<file path="config.mk">
export PLATFORM = sky130hd
export DESIGN_NAME = ordered_alarm_slot_table_core_flat
export DESIGN_NICKNAME = d
export VERILOG_FILES = /design/src/hdl/oast_pkg.sv /design/src/hdl/oast_in_if.sv /design/src/hdl/oast_out_if.sv /design/src/hdl/oast_ram.sv /design/src/hdl/oast_seq_cmp.sv /design/src/hdl/oast_seq_bank.sv /design/src/hdl/ordered_alarm_slot_table_core.sv /design/src/flat_wrapper.sv
export SDC_FILE = /design/constraint.sdc
export NUM_CORES = 1
export LEC_CHECK = 0
export BUFFER_PORTS_ARGS = -buffer_cell sky130_fd_sc_hd__buf_2
export CAP_MARGIN = 20
export CORE_MARGIN = 5
export CORE_UTILIZATION = 50
export CTS_CLUSTER_DIAMETER = 150
export DETAILED_ROUTE_END_ITERATION = 16
export PLACE_DENSITY_LB_ADDON = 0.2
export SYNTH_ARGS = -nofsm -noshare
export SYNTH_HDL_FRONTEND = slang
export SYNTH_SLANG_ARGS = --single-unit
</file>
<file path="constraint.sdc">
create_clock -name clk -period 8.85 [get_ports clk]
set_input_delay 1.3275 -clock clk [delete_from_list [all_inputs] [get_ports clk]]
set_output_delay 1.3275 -clock clk [all_outputs]
set_load 0.05 [all_outputs]
</file>
<file path="src/hdl/oast_pkg.sv">
// ----------------------------------------------------------------------------
// oast_pkg
// Shared constants, types and codes of the ordered alarm slot table.
// ----------------------------------------------------------------------------
package oast_pkg;

  localparam int NUM_SLOTS     = 8;
  localparam int IDX_W         = $clog2(NUM_SLOTS);
  localparam int CNT_W         = $clog2(NUM_SLOTS + 1);
  localparam int SEQ_W         = 32;
  localparam int DAYS_W        = 7;
  localparam int DAYS_PER_WEEK = 7;
  localparam int DATA_W        = 18;

  typedef logic [IDX_W-1:0]  idx_t;
  typedef logic [CNT_W-1:0]  cnt_t;
  typedef logic [SEQ_W-1:0]  seq_t;
  typedef logic [DAYS_W-1:0] days_t;

  typedef enum logic [3:0] {
    FUNC_CLEAR   = 4'd0,
    FUNC_ADD     = 4'd1,
    FUNC_FIRST   = 4'd2,
    FUNC_NEXT    = 4'd3,
    FUNC_PREV    = 4'd4,
    FUNC_COUNT   = 4'd5,
    FUNC_DISABLE = 4'd6,
    FUNC_BACKUP  = 4'd7,
    FUNC_RESTORE = 4'd8,
    FUNC_MATCH   = 4'd9
  } func_t;

  // Result of comparing one stored sequence against the two running bounds.
  typedef struct packed {
    logic zero;
    logic gt_cur;
    logic lt_cur;
    logic gt_best;
    logic lt_best;
  } cmp_t;

  // Write request to the sequence bank.
  typedef struct packed {
    logic clr_all;
    logic we;
    idx_t idx;
    seq_t data;
  } seq_wr_t;

endpackage

</file>
<file path="src/hdl/oast_in_if.sv">
// ----------------------------------------------------------------------------
// oast_in_if
// Request channel of the alarm slot table: one operation word per handshake.
// ----------------------------------------------------------------------------
interface oast_in_if;
  logic       valid;
  logic       ready;
  logic [3:0] func;
  logic [2:0] slot;
  logic [6:0] day_mask;
  logic [3:0] hour_in;
  logic [5:0] minute_in;
  logic [5:0] second_in;
  logic       pm_in;
  logic       turn_right;
  logic [2:0] weekday;

  modport source (
    output valid, func, slot, day_mask, hour_in, minute_in, second_in, pm_in,
           turn_right, weekday,
    input  ready
  );
  modport sink (
    input  valid, func, slot, day_mask, hour_in, minute_in, second_in, pm_in,
           turn_right, weekday,
    output ready
  );
endinterface

</file>
<file path="src/hdl/oast_out_if.sv">
// ----------------------------------------------------------------------------
// oast_out_if
// Result channel of the alarm slot table: one result word per handshake.
// ----------------------------------------------------------------------------
interface oast_out_if;
  logic       valid;
  logic       ready;
  logic       found;
  logic [2:0] slot_out;
  logic [6:0] days_out;
  logic [3:0] hour_out;
  logic [5:0] minute_out;
  logic [5:0] second_out;
  logic       pm_out;
  logic       right_out;
  logic [3:0] used_count;

  modport source (
    output valid, found, slot_out, days_out, hour_out, minute_out, second_out,
           pm_out, right_out, used_count,
    input  ready
  );
  modport sink (
    input  valid, found, slot_out, days_out, hour_out, minute_out, second_out,
           pm_out, right_out, used_count,
    output ready
  );
endinterface

</file>
<file path="src/hdl/oast_ram.sv">
// ----------------------------------------------------------------------------
// oast_ram
// Generic single-write, single-read RAM with a registered read port.
// ----------------------------------------------------------------------------
module oast_ram #(
  parameter int WIDTH = 8,
  parameter int DEPTH = 8
) (
  input  logic                     clk,
  input  logic                     we,
  input  logic [$clog2(DEPTH)-1:0] waddr,
  input  logic [WIDTH-1:0]         wdata,
  input  logic [$clog2(DEPTH)-1:0] raddr,
  output logic [WIDTH-1:0]         rdata
);

  logic [WIDTH-1:0] mem_r [DEPTH];
  logic [WIDTH-1:0] rdata_r;

  always_ff @(posedge clk) begin
    if (we) begin
      mem_r[waddr] <= wdata;
    end
    rdata_r <= mem_r[raddr];
  end

  assign rdata = rdata_r;

endmodule

</file>
<file path="src/hdl/oast_seq_cmp.sv">
// ----------------------------------------------------------------------------
// oast_seq_cmp
// Shared sequence comparator used by every scan of the slot table.
// ----------------------------------------------------------------------------
module oast_seq_cmp (
  input  oast_pkg::seq_t seq,
  input  oast_pkg::seq_t cur,
  input  oast_pkg::seq_t best,
  output oast_pkg::cmp_t res
);

  always_comb begin
    res.zero    = (seq == '0);
    res.gt_cur  = (seq > cur);
    res.lt_cur  = (seq < cur);
    res.gt_best = (seq > best);
    res.lt_best = (seq < best);
  end

endmodule

</file>
<file path="src/hdl/oast_seq_bank.sv">
// ----------------------------------------------------------------------------
// oast_seq_bank
// Sequence numbers of all slots with a running count of used slots.
// ----------------------------------------------------------------------------
module oast_seq_bank (
  input  logic              clk,
  input  logic              rst_n,
  input  oast_pkg::idx_t    rd_idx,
  output oast_pkg::seq_t    rd_seq,
  input  oast_pkg::seq_wr_t wr,
  output oast_pkg::cnt_t    count
);

  oast_pkg::seq_t seq_r [oast_pkg::NUM_SLOTS];
  oast_pkg::cnt_t count_r;
  oast_pkg::cnt_t count_nxt;
  logic [oast_pkg::NUM_SLOTS-1:0] used_vec;
  logic old_used;
  logic new_used;

  assign rd_seq   = seq_r[rd_idx];
  assign old_used = (seq_r[wr.idx] != '0);
  assign new_used = (wr.data != '0);

  always_comb begin
    for (int i = 0; i < oast_pkg::NUM_SLOTS; i++) begin
      used_vec[i] = (seq_r[i] != '0);
    end
  end

  always_comb begin
    count_nxt = count_r;
    if (wr.clr_all) begin
      count_nxt = '0;
    end else if (wr.we && new_used && !old_used) begin
      count_nxt = count_r + oast_pkg::cnt_t'(1);
    end else if (wr.we && !new_used && old_used) begin
      count_nxt = count_r - oast_pkg::cnt_t'(1);
    end
  end

  always_ff @(posedge clk) begin
    if (!rst_n) begin
      for (int i = 0; i < oast_pkg::NUM_SLOTS; i++) begin
        seq_r[i] <= '0;
      end
      count_r <= '0;
    end else begin
      if (wr.clr_all) begin
        for (int i = 0; i < oast_pkg::NUM_SLOTS; i++) begin
          seq_r[i] <= '0;
        end
      end else if (wr.we) begin
        seq_r[wr.idx] <= wr.data;
      end
      count_r <= count_nxt;
    end
  end

  assign count = count_r;

  a_count_matches: assert property (@(posedge clk) disable iff (!rst_n)
    count_r == oast_pkg::cnt_t'($countones(used_vec)))
    else $error("Used count disagrees with the sequence bank.");

  a_clear_empties: assert property (@(posedge clk) disable iff (!rst_n)
    wr.clr_all |=> (count_r == '0) && (used_vec == '0))
    else $error("Clear did not free every slot.");

endmodule

</file>
<file path="src/hdl/ordered_alarm_slot_table_core.sv">
// ----------------------------------------------------------------------------
// ordered_alarm_slot_table_core
// Alarm slot table ordered by sequence number, with a navigation cursor.
//
//   Channel   Direction  Handshake         Word
//   in_word   input      valid / ready     one operation and its arguments
//   out_word  output     valid / ready     one result per operation
//
// Add, first, next and prev scan the sequence bank and, when they find a slot,
// fetch its entry as well; disable scans the bank and fetches nothing. Match
// fetches the entry unless the weekday is out of range; the rest fetch nothing.
// The scan walks the sequence bank through the shared comparator, one slot
// per cycle; one word is worked on at a time.
// Reset frees every slot and clears the cursor and its backup copy.
// A result waits in the output register while the next word is accepted;
// the block stalls before writing a new result until that register is free.
// ----------------------------------------------------------------------------
module ordered_alarm_slot_table_core (
  input  logic       clk,
  input  logic       rst_n,
  oast_in_if.sink    in_word,
  oast_out_if.source out_word
);

  typedef enum logic [5:0] {
    ST_IDLE  = 6'b000001,
    ST_PREP  = 6'b000010,
    ST_SCAN  = 6'b000100,
    ST_FIN   = 6'b001000,
    ST_FETCH = 6'b010000,
    ST_LOAD  = 6'b100000
  } state_t;

  state_t state_r, state_nxt;

  oast_pkg::func_t func_r;
  logic [2:0]      slot_r;
  logic [6:0]      days_in_r;
  logic [3:0]      hour_in_r;
  logic [5:0]      minute_in_r;
  logic [5:0]      second_in_r;
  logic            pm_in_r;
  logic            right_in_r;
  logic [2:0]      weekday_r;

  oast_pkg::idx_t cursor_r, cursor_nxt;
  oast_pkg::idx_t saved_r, saved_nxt;
  oast_pkg::seq_t cur_seq_r, cur_seq_nxt;
  oast_pkg::seq_t best_seq_r, best_seq_nxt;
  oast_pkg::idx_t best_idx_r, best_idx_nxt;
  logic           have_r, have_nxt;
  oast_pkg::idx_t free_idx_r, free_idx_nxt;
  logic           have_free_r, have_free_nxt;
  oast_pkg::cnt_t cnt_r, cnt_nxt;
  oast_pkg::idx_t addr_r, addr_nxt;
  logic           found_r, found_nxt;
  logic [2:0]     sout_r, sout_nxt;
  logic           match_ok_r, match_ok_nxt;

  logic       out_valid_r;
  logic       out_found_r;
  logic [2:0] out_slot_r;
  logic [6:0] out_days_r;
  logic [3:0] out_hour_r;
  logic [5:0] out_minute_r;
  logic [5:0] out_second_r;
  logic       out_pm_r;
  logic       out_right_r;
  logic [3:0] out_count_r;

  logic              accept;
  logic              is_disable;
  logic              slot_ok;
  oast_pkg::idx_t    slot_idx;
  oast_pkg::idx_t    scan_idx;
  logic              scan_act;
  logic              scan_last;
  oast_pkg::idx_t    bank_rd_idx;
  oast_pkg::seq_t    bank_rd_seq;
  oast_pkg::seq_wr_t bank_wr;
  oast_pkg::cnt_t    bank_count;
  oast_pkg::cmp_t    cmp;
  logic              load_go;
  logic              match_hit;
  logic              result_found;

  logic                        days_we;
  oast_pkg::idx_t              days_waddr;
  oast_pkg::days_t             days_wdata;
  oast_pkg::days_t             days_rd;
  logic                        data_we;
  logic [oast_pkg::DATA_W-1:0] data_wdata;
  logic [oast_pkg::DATA_W-1:0] data_rd;
  oast_pkg::idx_t              ram_raddr;

  assign accept     = in_word.valid && in_word.ready;
  assign is_disable = (func_r == oast_pkg::FUNC_DISABLE);
  assign slot_ok    = (32'(slot_r) < 32'(oast_pkg::NUM_SLOTS));
  assign slot_idx   = oast_pkg::idx_t'(slot_r);
  assign scan_idx   = is_disable ? oast_pkg::idx_t'(cnt_r - oast_pkg::cnt_t'(1))
                                 : oast_pkg::idx_t'(cnt_r);
  assign scan_act   = !is_disable || (cnt_r != '0);
  assign scan_last  = is_disable ? (cnt_r == oast_pkg::cnt_t'(oast_pkg::NUM_SLOTS))
                                 : (cnt_r == oast_pkg::cnt_t'(oast_pkg::NUM_SLOTS - 1));
  assign load_go    = !out_valid_r || out_word.ready;

  always_comb begin
    case (state_r)
      ST_PREP: bank_rd_idx = cursor_r;
      ST_SCAN: bank_rd_idx = scan_idx;
      default: bank_rd_idx = addr_r;
    endcase
  end

  assign ram_raddr = (state_r == ST_SCAN) ? oast_pkg::idx_t'(cnt_r) : addr_r;

  oast_seq_bank u_bank (
    .clk    (clk),
    .rst_n  (rst_n),
    .rd_idx (bank_rd_idx),
    .rd_seq (bank_rd_seq),
    .wr     (bank_wr),
    .count  (bank_count)
  );

  oast_seq_cmp u_cmp (
    .seq  (bank_rd_seq),
    .cur  (cur_seq_r),
    .best (best_seq_r),
    .res  (cmp)
  );

  oast_ram #(.WIDTH(oast_pkg::DAYS_W), .DEPTH(oast_pkg::NUM_SLOTS)) u_days_ram (
    .clk   (clk),
    .we    (days_we),
    .waddr (days_waddr),
    .wdata (days_wdata),
    .raddr (ram_raddr),
    .rdata (days_rd)
  );

  oast_ram #(.WIDTH(oast_pkg::DATA_W), .DEPTH(oast_pkg::NUM_SLOTS)) u_data_ram (
    .clk   (clk),
    .we    (data_we),
    .waddr (free_idx_r),
    .wdata (data_wdata),
    .raddr (ram_raddr),
    .rdata (data_rd)
  );

  assign data_wdata = {hour_in_r, minute_in_r, second_in_r, pm_in_r, right_in_r};

  assign match_hit = days_rd[weekday_r - 3'd1]
                  && (data_rd[1] == pm_in_r)
                  && (data_rd[17:14] == hour_in_r)
                  && (data_rd[13:8] == minute_in_r)
                  && (data_rd[7:2] == second_in_r);

  assign result_found = (func_r == oast_pkg::FUNC_MATCH) ? (match_ok_r && match_hit)
                                                         : found_r;

  always_comb begin
    state_nxt     = state_r;
    cursor_nxt    = cursor_r;
    saved_nxt     = saved_r;
    cur_seq_nxt   = cur_seq_r;
    best_seq_nxt  = best_seq_r;
    best_idx_nxt  = best_idx_r;
    have_nxt      = have_r;
    free_idx_nxt  = free_idx_r;
    have_free_nxt = have_free_r;
    cnt_nxt       = cnt_r;
    addr_nxt      = addr_r;
    found_nxt     = found_r;
    sout_nxt      = sout_r;
    match_ok_nxt  = match_ok_r;
    bank_wr       = '0;
    days_we       = 1'b0;
    days_waddr    = free_idx_r;
    days_wdata    = days_in_r;
    data_we       = 1'b0;

    case (state_r)
      ST_IDLE: begin
        if (accept) begin
          state_nxt = ST_PREP;
        end
      end

      ST_PREP: begin
        cur_seq_nxt   = bank_rd_seq;
        best_seq_nxt  = '0;
        best_idx_nxt  = '0;
        have_nxt      = 1'b0;
        free_idx_nxt  = '0;
        have_free_nxt = 1'b0;
        cnt_nxt       = '0;
        found_nxt     = 1'b0;
        match_ok_nxt  = 1'b0;
        sout_nxt      = 3'(cursor_r);
        state_nxt     = ST_LOAD;
        case (func_r)
          oast_pkg::FUNC_CLEAR: begin
            bank_wr.clr_all = 1'b1;
          end
          oast_pkg::FUNC_ADD,
          oast_pkg::FUNC_FIRST,
          oast_pkg::FUNC_NEXT,
          oast_pkg::FUNC_PREV: begin
            state_nxt = ST_SCAN;
          end
          oast_pkg::FUNC_DISABLE: begin
            if (slot_ok) begin
              days_we    = 1'b1;
              days_waddr = slot_idx;
              days_wdata = '0;
              state_nxt  = ST_SCAN;
            end
          end
          oast_pkg::FUNC_BACKUP: begin
            saved_nxt = cursor_r;
          end
          oast_pkg::FUNC_RESTORE: begin
            cursor_nxt = saved_r;
            sout_nxt   = 3'(saved_r);
          end
          oast_pkg::FUNC_MATCH: begin
            sout_nxt = slot_r;
            if (slot_ok && (weekday_r >= 3'd1)
                && (32'(weekday_r) <= 32'(oast_pkg::DAYS_PER_WEEK))) begin
              match_ok_nxt = 1'b1;
              addr_nxt     = slot_idx;
              state_nxt    = ST_FETCH;
            end
          end
          default: begin
          end
        endcase
      end

      ST_SCAN: begin
        cnt_nxt = cnt_r + oast_pkg::cnt_t'(1);
        if (scan_last) begin
          state_nxt = ST_FIN;
        end
        if (scan_act) begin
          case (func_r)
            oast_pkg::FUNC_ADD: begin
              if (!cmp.zero) begin
                if (cmp.gt_best) begin
                  best_seq_nxt = bank_rd_seq;
                end
              end else if (!have_free_r) begin
                have_free_nxt = 1'b1;
                free_idx_nxt  = scan_idx;
              end
            end
            oast_pkg::FUNC_FIRST: begin
              if (!cmp.zero && (!have_r || cmp.lt_best)) begin
                best_seq_nxt = bank_rd_seq;
                best_idx_nxt = scan_idx;
                have_nxt     = 1'b1;
              end
            end
            oast_pkg::FUNC_NEXT: begin
              if ((scan_idx != cursor_r) && !cmp.zero && cmp.gt_cur
                  && (!have_r || cmp.lt_best)) begin
                best_seq_nxt = bank_rd_seq;
                best_idx_nxt = scan_idx;
                have_nxt     = 1'b1;
              end
            end
            oast_pkg::FUNC_PREV: begin
              if ((scan_idx != cursor_r) && !cmp.zero && cmp.lt_cur
                  && (!have_r || cmp.gt_best)) begin
                best_seq_nxt = bank_rd_seq;
                best_idx_nxt = scan_idx;
                have_nxt     = 1'b1;
              end
            end
            oast_pkg::FUNC_DISABLE: begin
              if (!cmp.zero && (days_rd == '0)) begin
                bank_wr.we   = 1'b1;
                bank_wr.idx  = scan_idx;
                bank_wr.data = '0;
              end
            end
            default: begin
            end
          endcase
        end
      end

      ST_FIN: begin
        state_nxt = ST_LOAD;
        case (func_r)
          oast_pkg::FUNC_ADD: begin
            if (have_free_r && (best_seq_r != '1)) begin
              bank_wr.we   = 1'b1;
              bank_wr.idx  = free_idx_r;
              bank_wr.data = best_seq_r + oast_pkg::seq_t'(1);
              days_we      = 1'b1;
              data_we      = 1'b1;
              found_nxt    = 1'b1;
              sout_nxt     = 3'(free_idx_r);
              addr_nxt     = free_idx_r;
              state_nxt    = ST_FETCH;
            end
          end
          oast_pkg::FUNC_FIRST,
          oast_pkg::FUNC_NEXT,
          oast_pkg::FUNC_PREV: begin
            if (have_r) begin
              cursor_nxt = best_idx_r;
              found_nxt  = 1'b1;
              sout_nxt   = 3'(best_idx_r);
              addr_nxt   = best_idx_r;
              state_nxt  = ST_FETCH;
            end
          end
          default: begin
          end
        endcase
      end

      ST_FETCH: begin
        state_nxt = ST_LOAD;
      end

      ST_LOAD: begin
        if (load_go) begin
          state_nxt = ST_IDLE;
        end
      end

      default: begin
        state_nxt = ST_IDLE;
      end
    endcase
  end

  always_ff @(posedge clk) begin
    if (!rst_n) begin
      state_r     <= ST_IDLE;
      cursor_r    <= '0;
      saved_r     <= '0;
      out_valid_r <= 1'b0;
    end else begin
      state_r  <= state_nxt;
      cursor_r <= cursor_nxt;
      saved_r  <= saved_nxt;
      if ((state_r == ST_LOAD) && load_go) begin
        out_valid_r <= 1'b1;
      end else if (out_word.ready) begin
        out_valid_r <= 1'b0;
      end
    end
  end

  always_ff @(posedge clk) begin
    if (accept) begin
      func_r      <= oast_pkg::func_t'(in_word.func);
      slot_r      <= in_word.slot;
      days_in_r   <= in_word.day_mask;
      hour_in_r   <= in_word.hour_in;
      minute_in_r <= in_word.minute_in;
      second_in_r <= in_word.second_in;
      pm_in_r     <= in_word.pm_in;
      right_in_r  <= in_word.turn_right;
      weekday_r   <= in_word.weekday;
    end
    cur_seq_r   <= cur_seq_nxt;
    best_seq_r  <= best_seq_nxt;
    best_idx_r  <= best_idx_nxt;
    have_r      <= have_nxt;
    free_idx_r  <= free_idx_nxt;
    have_free_r <= have_free_nxt;
    cnt_r       <= cnt_nxt;
    addr_r      <= addr_nxt;
    found_r     <= found_nxt;
    sout_r      <= sout_nxt;
    match_ok_r  <= match_ok_nxt;
    if ((state_r == ST_LOAD) && load_go) begin
      out_found_r  <= result_found;
      out_slot_r   <= sout_r;
      out_days_r   <= result_found ? days_rd : 7'd0;
      out_hour_r   <= result_found ? data_rd[17:14] : 4'd0;
      out_minute_r <= result_found ? data_rd[13:8] : 6'd0;
      out_second_r <= result_found ? data_rd[7:2] : 6'd0;
      out_pm_r     <= result_found ? data_rd[1] : 1'b0;
      out_right_r  <= result_found ? data_rd[0] : 1'b0;
      out_count_r  <= 4'(bank_count);
    end
  end

  assign in_word.ready       = (state_r == ST_IDLE);
  assign out_word.valid      = out_valid_r;
  assign out_word.found      = out_found_r;
  assign out_word.slot_out   = out_slot_r;
  assign out_word.days_out   = out_days_r;
  assign out_word.hour_out   = out_hour_r;
  assign out_word.minute_out = out_minute_r;
  assign out_word.second_out = out_second_r;
  assign out_word.pm_out     = out_pm_r;
  assign out_word.right_out  = out_right_r;
  assign out_word.used_count = out_count_r;

  a_busy_after_accept: assert property (@(posedge clk) disable iff (!rst_n)
    accept |=> !in_word.ready)
    else $error("A new word was taken while an operation was in progress.");

  a_miss_has_no_entry: assert property (@(posedge clk) disable iff (!rst_n)
    (out_valid_r && !out_found_r) |-> (out_days_r == '0) && (out_hour_r == '0)
      && (out_minute_r == '0) && (out_second_r == '0) && !out_pm_r && !out_right_r)
    else $error("Entry fields are set on a result that found nothing.");

  a_count_in_range: assert property (@(posedge clk) disable iff (!rst_n)
    out_valid_r |-> (32'(out_count_r) <= 32'(oast_pkg::NUM_SLOTS)))
    else $error("Used count exceeds the number of slots.");

  a_load_holds: assert property (@(posedge clk) disable iff (!rst_n)
    ((state_r == ST_LOAD) && !load_go) |=> (state_r == ST_LOAD))
    else $error("A result was dropped while the output register was full.");

endmodule

</file>
<file path="src/flat_wrapper.sv">
// flat-port wrapper written by rule: the top's interface ports become plain ports
module ordered_alarm_slot_table_core_flat 
  (clk, rst_n, in_word_valid, in_word_func, in_word_slot, in_word_day_mask, in_word_hour_in, in_word_minute_in, in_word_second_in, in_word_pm_in, in_word_turn_right, in_word_weekday, in_word_ready, out_word_valid, out_word_found, out_word_slot_out, out_word_days_out, out_word_hour_out, out_word_minute_out, out_word_second_out, out_word_pm_out, out_word_right_out, out_word_used_count, out_word_ready);
  oast_in_if in_word_i ();
  oast_out_if out_word_i ();
  input  logic clk;
  input  logic rst_n;
  input wire logic [$bits(in_word_i.valid)-1:0] in_word_valid;
  input wire logic [$bits(in_word_i.func)-1:0] in_word_func;
  input wire logic [$bits(in_word_i.slot)-1:0] in_word_slot;
  input wire logic [$bits(in_word_i.day_mask)-1:0] in_word_day_mask;
  input wire logic [$bits(in_word_i.hour_in)-1:0] in_word_hour_in;
  input wire logic [$bits(in_word_i.minute_in)-1:0] in_word_minute_in;
  input wire logic [$bits(in_word_i.second_in)-1:0] in_word_second_in;
  input wire logic [$bits(in_word_i.pm_in)-1:0] in_word_pm_in;
  input wire logic [$bits(in_word_i.turn_right)-1:0] in_word_turn_right;
  input wire logic [$bits(in_word_i.weekday)-1:0] in_word_weekday;
  output wire logic [$bits(in_word_i.ready)-1:0] in_word_ready;
  output wire logic [$bits(out_word_i.valid)-1:0] out_word_valid;
  output wire logic [$bits(out_word_i.found)-1:0] out_word_found;
  output wire logic [$bits(out_word_i.slot_out)-1:0] out_word_slot_out;
  output wire logic [$bits(out_word_i.days_out)-1:0] out_word_days_out;
  output wire logic [$bits(out_word_i.hour_out)-1:0] out_word_hour_out;
  output wire logic [$bits(out_word_i.minute_out)-1:0] out_word_minute_out;
  output wire logic [$bits(out_word_i.second_out)-1:0] out_word_second_out;
  output wire logic [$bits(out_word_i.pm_out)-1:0] out_word_pm_out;
  output wire logic [$bits(out_word_i.right_out)-1:0] out_word_right_out;
  output wire logic [$bits(out_word_i.used_count)-1:0] out_word_used_count;
  input wire logic [$bits(out_word_i.ready)-1:0] out_word_ready;
  assign in_word_i.valid = in_word_valid;
  assign in_word_i.func = in_word_func;
  assign in_word_i.slot = in_word_slot;
  assign in_word_i.day_mask = in_word_day_mask;
  assign in_word_i.hour_in = in_word_hour_in;
  assign in_word_i.minute_in = in_word_minute_in;
  assign in_word_i.second_in = in_word_second_in;
  assign in_word_i.pm_in = in_word_pm_in;
  assign in_word_i.turn_right = in_word_turn_right;
  assign in_word_i.weekday = in_word_weekday;
  assign in_word_ready = in_word_i.ready;
  assign out_word_valid = out_word_i.valid;
  assign out_word_found = out_word_i.found;
  assign out_word_slot_out = out_word_i.slot_out;
  assign out_word_days_out = out_word_i.days_out;
  assign out_word_hour_out = out_word_i.hour_out;
  assign out_word_minute_out = out_word_i.minute_out;
  assign out_word_second_out = out_word_i.second_out;
  assign out_word_pm_out = out_word_i.pm_out;
  assign out_word_right_out = out_word_i.right_out;
  assign out_word_used_count = out_word_i.used_count;
  assign out_word_i.ready = out_word_ready;
  ordered_alarm_slot_table_core u_core (.clk(clk), .rst_n(rst_n), .in_word(in_word_i), .out_word(out_word_i));
endmodule
</file>
==> After elaboration in Yosys (flattened, before gate mapping) <==
Memories as Yosys holds them, arrays and structs flattened. A register that Yosys moved wholly into a read port is not among the register bits.
Cells that the tools add are included.
{ "word_totals": {"ff_bits": 169, "ramBits": 456, "input_bits": 39, "mem_count": 3} }
{ "mem_list": {"columns": ["name", "words", "width", "read_ports", "rd_clocked_by_memory_dff", "write_ports", "line", "source"], "rows": [
  ["u_core.u_bank.seq_r", 8, 32, 2, 0, 8, "oast_seq_bank.sv:14", "oast_pkg::seq_t seq_r [oast_pkg::NUM_SLOTS];"],
  ["u_core.u_data_ram.mem_r", 8, 18, 1, 1, 1, "oast_ram.sv:17", "logic [WIDTH-1:0] mem_r [DEPTH];"],
  ["u_core.u_days_ram.mem_r", 8, 7, 1, 1, 1, "oast_ram.sv:17", null]
]} }
{ "op_classes": {"n_addsub": 6, "magnitude_cmp": 6, "n_eq_ne": 44, "mux": 106, "n_bitwise": 9, "n_reduce_logical": 52} }
{ "op_table": {"columns": ["cell", "n"], "rows": [
  ["32-bit two-way mux", 15],
  ["36-bit two-way mux", 5],
  ["32-bit one-hot mux with 4 select lines", 1],
  ["36-bit one-hot mux with 2 select lines", 1],
  ["32-bit greater-than comparator", 2],
  ["32-bit less-than comparator", 2],
  ["32-bit one-hot mux with 2 select lines", 1],
  ["32-bit nonzero test", 2],
  ["3-bit two-way mux", 19],
  ["3-bit one-hot mux with 2 select lines", 8],
  ["6-bit two-way mux", 6],
  ["6-bit one-hot mux with 6 select lines", 1],
  ["1-bit two-way mux", 34],
  ["32-bit by 1-bit adder with 32-bit output (second input constant)", 1],
  ["32-bit logical NOT", 1],
  ["32-bit inequality test (second input constant)", 1],
  ["32-bit OR reduction", 1],
  ["6-bit one-hot mux with 2 select lines", 2],
  ["1-bit logical AND", 19],
  ["4-bit by 3-bit equality test with 1-bit output (second input constant)", 4],
  ["2-bit by 1-bit inequality test with 1-bit output (second input constant)", 8],
  ["7-bit two-way mux", 2],
  ["4-bit equality test (second input constant)", 3],
  ["6-bit equality test", 2],
  ["other kinds (44)", 82]
]} }

==> Longest topological paths before layout <==
An unclocked memory read counts as a cell.
{ "logic_depth": {"depth_word": 17, "ltp_mapped": 29} }

==> Cells and area by module <==
From an unflattened synthesis, not the netlist that was laid out.
{ "hier_totals": {"hier_cells": 2092, "area_unflattened_um2": 30654.4} }
{ "modules_own_cells": {"columns": ["mod", "n_inst", "cells_per_inst", "area_each_um2"], "rows": [
  ["oast_seq_bank", 1, 900, 12958.7],
  ["ordered_alarm_slot_table_core", 1, 613, 7653.6],
  ["oast_ram at u_core.u_data_ram", 1, 239, 5964.5],
  ["oast_ram at u_core.u_days_ram", 1, 101, 2366.0],
  ["oast_seq_cmp", 1, 239, 1711.6]
]} }

==> Worst setup path after synthesis <==
Ideal clock, no wire load.
{ "synth_path": {"path_kind": "reg-to-reg", "from": "register u_core.func_r[3]", "to": "register u_core.best_seq_r[0] (enable)", "arrival_time_ps": 6716, "required_time_ps": 8418, "path_slack_ps": 1702, "stages_incl_launch_ff": 28, "synth_period_minus_slack_ps": 7148, "path_cell_list": "edfxtp_1 > buf_2 > and4bb_2 > a21boi_1 > o21ai_2 > inv_2 > nor2_2 > buf_4 > buf_2 > buf_1 > clkbuf_1 > a311oi_1 > a31o_2 > ha_1 > nor2b_1 > o21a_1 > o21a_1 > o21a_1 > o21a_1 > o21a_1 > o21a_1 > o21ai_0 > a21boi_0 > o31ai_1 > a21oi_1 > o31a_1 > a311o_1 > a21oi_1"} }
{ "synth_via": {"elab_chain_cells": 11, "word_cells_on_any_way": 33, "classes_between": "order compare (4); eq/ne (13); mux (2); reduce/logical (13); memory (1)"} }
{ "synth_lines": {"columns": ["item", "line", "source"], "rows": [
  ["from (decl)", "ordered_alarm_slot_table_core.sv:36", "oast_pkg::func_t func_r;"],
  ["from (signal assigned)", "ordered_alarm_slot_table_core.sv:362", "func_r <= oast_pkg::func_t'(in_word.func);"],
  ["4-bit by 3-bit equality test with 1-bit output *", "ordered_alarm_slot_table_core.sv:97", "assign is_disable = (func_r == oast_pkg::FUNC_DISABLE);"],
  ["3-bit two-way mux *", "ordered_alarm_slot_table_core.sv:100", "assign scan_idx = is_disable ? oast_pkg::idx_t'(cnt_r - oast_pkg::cnt_t'(1))"],
  ["3-bit one-hot mux with 2 select lines *", "ordered_alarm_slot_table_core.sv:108", "case (state_r)"],
  ["memory read 8 x 32 bit *", null, null],
  ["via u_core.bank_rd_seq[1]", "ordered_alarm_slot_table_core.sv:79", "oast_pkg::seq_t bank_rd_seq;"],
  ["parallel branches: the longest is 6 deep, another holds 32-bit less-than comparator", null, null],
  ["8-bit AND reduction (no line) *", null, null],
  ["to (signal assigned)", "ordered_alarm_slot_table_core.sv:373", "best_seq_r <= best_seq_nxt;"],
  ["to (decl)", "ordered_alarm_slot_table_core.sv:49", "oast_pkg::seq_t best_seq_r, best_seq_nxt;"]
]} }
Mark *: on every way through the listed nets, which the timed path passes.
A chain may end at the register's enable or synchronous reset.

==> Worst setup path in the final report <==
{ "layout_path": {"from": "register u_core.func_r[0]", "to": "register u_core.best_seq_r[9] (enable)"} }
Same word-level chain as after synthesis.

==> results.yml <==
synth:
  yosys_warnings: 0
  synth-seq-area-share: 0.6201
  synthCells: 2551
  synth-main-ff-cell: "edfxtp_1"
  ys_ff_latch: 650
  synth_edf_count: 608
  async_flop_share: 0
  syn_area_per_cell_um2: 12.07
  synth_area_um2: 30800
  synth_nets: 2663
  yosysUniqueCellTypes: 92
global_route:
  grtUsageTotal: 0.2778
  grt_max_degree: 73
  grt_pass1_wl_mm: 139.1
  antenna_found_initial: 1
  grt_pass1_vias: 21180
  grt_overflow: 0
power:
  internal_power_mw: 5.885
  p_comb_frac: 0.188
  peakVddDrop_mv: 0.1760
  power_mw: 8.339
  p_leak_nw: 11.93
  power.density_nw_per_um2: 241.9
  clock_power_share: 0.353
  p_switching_mw: 2.454
  switching_share: 0.2942
  pwr-share-seq: 0.459
sta:
  finalWorstSetupSlack_ps: 1253
  fin_skew_ps: 22.38
  tightest_slew_ps: 1246
  rsz0062_at_grt: "no"
  hold_viol: 0
  period_share: 0.8584
  relSlewSlack: 0.1617
  fmax_ghz: 0.1316
  finalSetupViolCount: 0
  fin_tns_setup_ps: 0
  finalMaxSlewViolations: 0
  min_period_ps: 7597
floorplanning:
  rows: 91
  num_io_pins: 74
  die_w_um: 258.2
  initial_core_util: 0.5019
  fp.dieH_um: 258.2
  core_um2: 61370
  die_area_um2: 66660
worst_setup_path:
  r2r-start: "u_core.func_r[0]"
  startpoint: "u_core.func_r[0]"
  path_class: "flop to flop"
  crit_buf_inv: 3
  reg2reg_slack_ps: 1250
  rr_endpoint: "u_core.best_seq_r[9]"
  slowest_delay_ps: 770
  cpMaxStageDelayCell: "nor2_4"
  rr_worst_depth: 26
  cp_top_family: "compound AO/OA/AOI/OAI gates"
  arrival_ps: 7850
  critPathRequiredTime_ps: 9100
  critPathMostFrequentCell: "a21o_1"
  cp-end-kind: "flop"
  path_max_fanout: 33
  cp-start-kind: "flop"
layout:
  fillers: 5018
  nets: 2733
  layout-drive-gt1-share: 0.1478
  syn_to_final_growth_pct: 11.95
  instances_no_fill: 3470
placed_design:
  dp_hpwl_mm: 66.20
  dp_slack_ps: 1449
  io_buffers: 73
  gp_congestion: 0.9917
  dp.cells: 3338
cts:
  cts_resized: 0
  tritoncts: "built"
  htreeDepth: 3
  clock-sinks: 650
  clk_path_buf_depth: 3
  cts_setup_buffers: 0
  clock_latency_ps: 630
  cts_hold_buf: 0
  cts-root-buf: "clkbuf_16"
  cts_buffers: 70
  clk_pin_slew_worst_paths_ps: 60
drt:
  ant_nets: 0
  dr.pass1.iters: 6
  dr_total_vias: 21710
  wirelength_mm: 94.26
  drtIter0Drc: 2618
  via_per_inst: 6.256
  drc: 0
  wire_per_inst_um: 27.16
job:
  max_cap_viol_count: 0
worst_hold_path:
  min_path_type: "flop to flop"
  min_from: "u_core.sout_r[1]"
  worstHoldPathCells: 0
  holdPathEnd: "u_core.out_word.slot_out[1]"
run_status:
  status: "finished, final reports clean"
==> metrics by stage <==
| step | hold slack, ps | instance area, µm² | utilization |
|---|---|---|---|
| 2_1_floorplan | 400.3 | 30800 | - |
| 3_3_place_gp | 406.3 | 32130 | 0.5236 |
| 3_5_place_dp | 404.5 | 32130 | 0.5236 |
| 4_1_cts | 419.0 | 34460 | 0.5615 |
| 5_1_grt | 425.5 | 34480 | 0.5618 |
| 6_report | 419.1 | 34480 | 0.5618 |
==> power groups by stage <==
stage	registers, mW	logic [mW]	clock network, mW
final	3.82	1.57	2.95
after global placement	3.87	1.53	0
after CTS	3.82	1.56	2.99
after floorplan	3.80	1.07	0
after global routing	3.84	1.70	3.13
after detailed placement	3.88	1.55	0
==> registers in the layout (all words and copies together) (netlist names), 7 cells and up <==
signal,count
u_core.cur_seq_r,32
u_core.u_bank.seq_r,256
u_core.days_in_r,7
u_core.u_data_ram.mem_r,144
u_core.best_seq_r,32
u_core.u_days_ram.mem_r,56
u_core.u_days_ram.rdata,7
u_core.out_word.days_out,7
u_core.u_data_ram.rdata,18
==> final cells by class <==
type,instances,area [µm²],area share
antenna,1,2.502,0.00007258
clock buffer,90,1918,0.05563
clock inverter,40,404.1,0.01172
inverter,84,315.3,0.009145
multi-input combinational,1686,10930,0.3170
sequential,650,19100,0.5539
tap,790,988.4,0.02867
timing repair buffer,129,823.3,0.02388
==> kinds of logic (layout without fill, tap and decap cells) <==
logic type | count (synthesis) | in the layout | synth area share
and+or+nand+nor | 1147 | 1147 | 0.1737
DFF | 650 | 650 | 0.6201
AOI/OAI and AO/OA | 294 | 294 | 0.07146
buffers and inverters | 215 | 343 | 0.02897
muxes | 116 | 116 | 0.05996
adders and majority gates | 73 | 73 | 0.02990
xor gates and xnor gates | 56 | 56 | 0.01592
other | 0 | 1 | 0
==> layer usage <==
layer,vias up,global-route usage,share of wire
li1,9602,-,-
met1,10800,0.3714,0.40
met2,1057,0.4512,0.47
met3,256,0.04937,0.077
met4,0,0.1194,0.051
met5,-,0,0
==> cell usage in the layout, fill, tap and decap left out, drive strengths merged, types with 15 or more instances in the layout <==
master	netlist	routed
and2	47	47
ha	72	72
and3	41	41
nor4	62	62
a31o	29	29
mux4	51	51
a311oi	30	30
nor2	369	369
clkinv	0	25
o21ai	45	45
buf	41	129
nand4	47	47
nand2	334	334
clkbuf	90	90
mux2	32	32
nor2b	41	41
edfxtp	608	608
dfxtp	42	42
inv	84	88
mux2i	33	33
a21oi	53	53
nor3	42	42
nand3	97	97
xnor2	51	51
nand2b	20	20
a21o	15	15
a211oi	19	19
==> synth_stat cells, types with 42 or more instances <==
library cell  number  area [µm²]
edfxtp_1         608       18260
nor2_1           367        1378
nand2_1          334        1254
nand3_1           96       480.5
clkbuf_1          88       330.3
inv_1             81       304.0
ha_1              72       900.9
nor4_1            61       381.6
a21oi_1           53       265.3
mux4_2            51        1149
xnor2_1           51       446.7
and2_1            47       294.0
nand4_1           46       287.8
dfxtp_1           42       840.8
==> worst reg2reg max path: cells and delay by family, from the launching register on <==
family,cells,cell delay (ps)
buf+inv,3,1170
compound gates,17,3650
fa+ha+maj,1,260
simple gates,5,1550
flops,1,590
==> how the worst max path moves through the flow <==
stage | endpoint | slack [ps] | cells after the start
final | u_core.best_seq_r[9] | 1250 | 26
after detailed placement | u_core.best_seq_r[29] | 1450 | 26
after global routing | u_core.best_seq_r[9] | 780 | 26
after CTS | u_core.best_seq_r[25] | 1350 | 26
after global placement | u_core.best_seq_r[27] | 1550 | 26
after floorplan | u_core.best_seq_r[0] | 1700 | 27
Power figures use the tool's default switching activity.
